[config.mk]
export PLATFORM = sky130hd
export DESIGN_NAME = vrt_ctrl
export DESIGN_NICKNAME = d
export VERILOG_FILES = /design/src/vrt_pkg.sv /design/src/vrt_ctrl.sv
export SDC_FILE = /design/constraint.sdc
export NUM_CORES = 1
export LEC_CHECK = 0
export ABC_AREA = 1
export BUFFER_PORTS_ARGS = -buffer_cell sky130_fd_sc_hd__buf_2
export CAP_MARGIN = 20
export CORE_UTILIZATION = 40
export DETAILED_ROUTE_END_ITERATION = 6
export HOLD_SLACK_MARGIN = 0.03
export PLACE_DENSITY = 0.73
export REMOVE_ABC_BUFFERS = 1
export SLEW_MARGIN = 20
export SYNTH_ARGS = -nofsm -noshare
export SYNTH_HDL_FRONTEND = slang
export SYNTH_SLANG_ARGS = --single-unit
[constraint.sdc]
create_clock -name clk_i -period 1.25 [get_ports clk_i]
set_clock_uncertainty 0.05 [all_clocks]
set_input_delay 0.25 -clock clk_i [delete_from_list [all_inputs] [get_ports clk_i]]
set_output_delay 0.25 -clock clk_i [all_outputs]
set_load 0.02 [all_outputs]
[src/vrt_pkg.sv]
`default_nettype none
// ----------------------------------------------------------------------------
// vrt_pkg
// Shared types and constants for the rectangle transfer engine.
// ----------------------------------------------------------------------------
package vrt_pkg;

  localparam int unsigned StoreWidthDef  = 1024;
  localparam int unsigned StoreHeightDef = 512;
  localparam int unsigned CoordW         = 17;

  typedef enum logic [2:0] {
    OP_OPEN_WR = 3'd0,
    OP_OPEN_RD = 3'd1,
    OP_COPY    = 3'd2,
    OP_DATA    = 3'd3,
    OP_READ    = 3'd4
  } op_e;

  typedef enum logic [1:0] {
    MODE_NONE  = 2'd0,
    MODE_WRITE = 2'd1,
    MODE_READ  = 2'd2
  } mode_e;

  typedef enum logic [3:0] {
    ST_CLEAR,
    ST_IDLE,
    ST_DECODE,
    ST_WR0,
    ST_WR1,
    ST_RD0,
    ST_RD1,
    ST_RD2,
    ST_CP_RD,
    ST_CP_WR,
    ST_OUT
  } state_e;

  typedef struct packed {
    logic clr_step;
    logic open_rect;
    logic cp_setup;
    logic wr_lo;
    logic wr_hi;
    logic rd_lo;
    logic rd_hi;
    logic rd_cap_lo;
    logic rd_cap_hi;
    logic cp_rd;
    logic cp_wr;
    logic res_load;
  } cmd_t;

  typedef struct packed {
    logic  clr_last;
    logic  rect_empty;
    logic  adv_done;
    logic  cp_empty;
    logic  cp_last;
    mode_e mode;
  } stat_t;

endpackage
`default_nettype wire

[src/vrt_ctrl.sv]
`default_nettype none
// ----------------------------------------------------------------------------
// vrt_ctrl
// Command sequencer: clearing pass, op decode, memory access steps, result.
// ----------------------------------------------------------------------------
module vrt_ctrl (
  input  wire logic           clk_i,
  input  wire logic           rst_ni,
  input  wire logic           in_valid_i,
  output logic                in_ready_o,
  input  wire logic [2:0]     op_i,
  input  wire logic           out_valid_i,
  input  wire logic           out_ready_i,
  input  wire vrt_pkg::stat_t stat_i,
  output vrt_pkg::cmd_t       cmd_o
);
  import vrt_pkg::*;

  state_e state_q, state_d;
  logic [2:0] op_q;

  always_ff @(posedge clk_i or negedge rst_ni) begin
    if (!rst_ni) begin
      state_q <= ST_CLEAR;
      op_q    <= '0;
    end else begin
      state_q <= state_d;
      if (in_ready_o && in_valid_i) op_q <= op_i;
    end
  end

  always_comb begin
    state_d = state_q;
    unique case (state_q)
      ST_CLEAR: if (stat_i.clr_last) state_d = ST_IDLE;
      ST_IDLE:  if (in_valid_i) state_d = ST_DECODE;
      ST_DECODE: begin
        unique case (op_q)
          OP_OPEN_WR, OP_OPEN_RD: state_d = ST_OUT;
          OP_COPY: state_d = ST_CP_RD;
          OP_DATA: state_d = (stat_i.mode == MODE_WRITE) ? ST_WR0 : ST_OUT;
          OP_READ: state_d = (stat_i.mode == MODE_READ) ? ST_RD0 : ST_OUT;
          default: state_d = ST_OUT;
        endcase
      end
      ST_WR0:   state_d = stat_i.adv_done ? ST_OUT : ST_WR1;
      ST_WR1:   state_d = ST_OUT;
      ST_RD0:   state_d = ST_RD1;
      ST_RD1:   state_d = ST_RD2;
      ST_RD2:   state_d = ST_OUT;
      ST_CP_RD: state_d = stat_i.cp_empty ? ST_OUT : ST_CP_WR;
      ST_CP_WR: state_d = stat_i.cp_last ? ST_OUT : ST_CP_RD;
      ST_OUT:   if (!out_valid_i || out_ready_i) state_d = ST_IDLE;
      default:  state_d = ST_IDLE;
    endcase
  end

  always_comb begin
    cmd_o      = '0;
    in_ready_o = 1'b0;
    unique case (state_q)
      ST_CLEAR: cmd_o.clr_step = 1'b1;
      ST_IDLE:  in_ready_o = 1'b1;
      ST_DECODE: begin
        cmd_o.open_rect = (op_q == OP_OPEN_WR) || (op_q == OP_OPEN_RD);
        cmd_o.cp_setup  = (op_q == OP_COPY);
      end
      ST_WR0:   cmd_o.wr_lo = 1'b1;
      ST_WR1:   cmd_o.wr_hi = 1'b1;
      ST_RD0:   cmd_o.rd_lo = 1'b1;
      ST_RD1: begin
        cmd_o.rd_hi     = 1'b1;
        cmd_o.rd_cap_lo = 1'b1;
      end
      ST_RD2:   cmd_o.rd_cap_hi = 1'b1;
      ST_CP_RD: cmd_o.cp_rd = 1'b1;
      ST_CP_WR: cmd_o.cp_wr = 1'b1;
      ST_OUT: cmd_o.res_load = !out_valid_i || out_ready_i;
      default: ;
    endcase
  end

`ifndef NO_ASSERTIONS
  a_ready_idle: assert property (@(posedge clk_i) disable iff (!rst_ni)
    in_ready_o |-> state_q == ST_IDLE) else $error("ready outside idle");
  a_accept_dec: assert property (@(posedge clk_i) disable iff (!rst_ni)
    in_ready_o && in_valid_i |=> state_q == ST_DECODE) else $error("no decode");
  a_one_wr: assert property (@(posedge clk_i) disable iff (!rst_ni)
    $onehot0({cmd_o.wr_lo, cmd_o.wr_hi, cmd_o.cp_wr})) else $error("two writes");
`endif

endmodule
`default_nettype wire

==> impl_metrics.py <==
metrics = {
    "status": {
        "run_status": "finished with violations",
        "violations": "negative setup slack",
    },
    "power": {
        "peakVddDrop_v": 0.00174,
        "pwr_density_cell_nw_per_um2": 2580,
        "static-leakage-power_uw": 0.000699,
        "power_consumption_uw": 3370,
    },
    "critical_path": {
        "criticalPathCategory": "register to output pin",
        "arrival_ns": 1.56,
        "endpoint_kind": "output pin",
        "path_max_fanout": 3,
        "slowest_delay_ns": 0.43,
        "critical_path_cell_sequence": "nor2_2 > inv_1 > nor3_2 > inv_2 > nor2_1 > buf_4",
        "startpoint_type": "register",
        "critPathRequiredTime_ns": 0.95,
        "critPathSlowestCell": "dfrtp_1",
    },
    "grt": {
        "gr-usage-all-layers_pct": 34.8,
        "via_count_of_the_first_global_routing_pass": 823,
        "globalRouteOverflowTotal": 0,
        "grt_start_max_net_pins": 8,
        "grt_pass1_wl_um": 3670,
        "antenna_found_initial": 0,
    },
    "place": {
        "dp_hpwl_um": 1250,
        "final_estimated_routing_congestion_in_global_placement": 0.850,
        "io_buffers": 26,
    },
    "sta": {
        "final_critical_path_setup_slack_ns": -0.610,
        "rsz0062_at_grt": "yes",
        "final_min_period_over_clock_period_pct": 149,
        "slew_headroom_pct": 83.5,
        "worst_pin_slew_ns": 0.246,
        "final-max-slew-violation-count": 0,
        "period_needed_ns": 1.86,
        "finalHoldViolations": 0,
        "maxClockFrequency_mhz": 538,
        "worst_hold_slack_ns": 0.203,
        "setup_viol": 20,
    },
    "clock_network": {
        "cts_buffers": 3,
        "clock_tree.root_cell": "clkbuf_4",
        "cts_num_sinks": 7,
        "worst_skew_pair.late_latency_ns": 0.26,
        "cts_tree": "done",
        "max_buffers_root_to_sink": 2,
        "cts.reportedPaths.clkPinSlew_ns": 0.06,
        "cts_htree_levels": 1,
    },
    "finish": {
        "design.final.nets": 175,
        "register_area_um2": 178,
        "antennaDiodeCount": 0,
        "layout_commonest_cell": "buf_4",
        "multi_input_area_um2": 490,
        "n_fill_cell": 26,
        "utilization_pct": 96.6,
        "drive_above_1_share_pct": 65.4,
        "layout_common_cells": "buf_4 (27), nand2_1 (18), buf_6 (18)",
        "layout-area-overhead-vs-synth_pct": 116,
    },
    "logic_synthesis": {
        "synth_xor_area_share_pct": 0,
        "synth-async-reset-ratio_pct": 100,
        "synthFlopType": "dfrtp_1",
        "synth_cell_types": 19,
        "synth_top_family_by_area": "simple AND/OR/NAND/NOR gates",
        "post_synth_fa_ha_maj_area_fraction_pct": 0,
        "synth_seq_cells": 7,
        "synth.yosys.seq_area_share_pct": 29.0,
        "synth_compound_area_share_pct": 6.43,
        "synth_area_um2": 603,
        "synth_simple_gate_area_share_pct": 45.9,
        "number_of_enable_flip_flop_cells_after_synthesis": 0,
        "synth.yosys.warnings": 0,
        "average_cell_area_after_synthesis_um2": 6.28,
        "syn-instance-count": 96,
        "synthMuxAreaShare_pct": 4.98,
    },
    "drt": {
        "totalWireLength_um": 3730,
        "routed-via-count": 1059,
        "detail-route-antenna-nets": 0,
        "drt_iter0_drc": 62,
        "avgRoutedWirePerCell_um": 21.4,
        "vias_per_cell": 6.09,
        "route.detailed.drc": 0,
        "drt_first_pass_iters": 4,
    },
    "hold_path": {
        "worstHoldPathType": "primary input to register",
    },
    "floorplanning": {
        "io_pins": 28,
        "std_cell_rows": 13,
        "initial_utilization_pct": 44.7,
        "chipHeight_um": 40.8,
        "fp.dieArea_um2": 1670,
        "fp.dieW_um": 40.8,
        "fp.coreArea_um2": 1350,
    },
    "flow_run": {
        "drv_cap": 0,
    },
}
final timing paths:
check / start / slack (ns) / endpoint / cells past startpoint
max reg2reg: state_q[3] / -0.45 / state_q[1] / 11
max: state_q[3] / -0.61 / cmd_o[9] / 6
min in group asynchronous: rst_ni / 0.32 / state_q[2] / 2
max in group asynchronous: rst_ni / 0.65 / state_q[0] / 2
min reg2reg: op_q[0] / 0.58 / op_q[0] / 1
min: op_i[2] / 0.20 / op_q[2] / 3
cell type report:
cell class              instances  share of cell area (%)
clock buffers                   4                    2.02
inverters                      20                    6.91
multi-input cells              68                    37.6
flip-flops and latches          7                    13.6
well taps                      15                    1.44
repair buffers                 60                    38.4
worst max-delay path, delay by kind of cell (launching register included):
kind          cells  cell delay, ns
simple gates      3            0.52
flops             1            0.43
buf+inv           3            0.34
metrics by stage:
| step | setup TNS (ns) | area, um^2 | worst slack [ns] | instances |
|---|---|---|---|---|
| 2_1_floorplan | -1.73 | 596 | -0.430 | 95 |
| 3_3_place_gp | -1.42 | 850 | -0.150 | 150 |
| 3_5_place_dp | -1.70 | 850 | -0.189 | 150 |
| 4_1_cts | -4.88 | 1160 | -0.417 | 165 |
| 5_1_grt | -8.51 | 1300 | -0.621 | 174 |
| 6_report | -7.84 | 1300 | -0.610 | 174 |
cells by family after synthesis:
family,Yosys count
DFF,7
AOI/OAI and AO/OA,7
buffers and inverters,21
muxes,2
and+or+nand+nor,59
flip-flops by register name, indices dropped and copies added, names as in the netlist:
name     count
state_q      4
op_q         3
routing by layer:
| metal | GRT usage, % | share of wire (%) | vias to the layer above |
|---|---|---|---|
| li1 | - | - | 428 |
| met1 | 42.1 | 34 | 478 |
| met2 | 56.6 | 48 | 107 |
| met3 | 9.24 | 9.9 | 46 |
| met4 | 15.8 | 9.0 | 0 |
| met5 | 0 | 0 | - |
timing repair:
item / 4_1_cts / 5_1_grt
hold endpoints to repair: 7 / 0
setup buffers: 12 / 10
resized for setup: 62 / 23
endpoints found under the setup margin: 20 / 20
pin swaps: 15 / 8
hold buffers: 1 / 0
Yosys cell counts (2+ instances only):
cell type / instances / area (um^2)
nand3_1: 9 / 45.0
nor2_1: 16 / 60.1
nand2_1: 21 / 78.8
nand4_1: 4 / 25.0
inv_2: 4 / 15.0
dfrtp_1: 7 / 175
nor3_1: 3 / 15.0
a21oi_1: 2 / 10.0
inv_1: 16 / 60.1
mux2_4: 2 / 30.0
o21ai_0: 4 / 20.0
power breakdown:
group          switching [uW]  internal, uW
logic                    1450          1170
clock network            93.7           122
registers                 187           342
total                    1730          1640
Note: power is estimated with default switching activity, not from simulation.
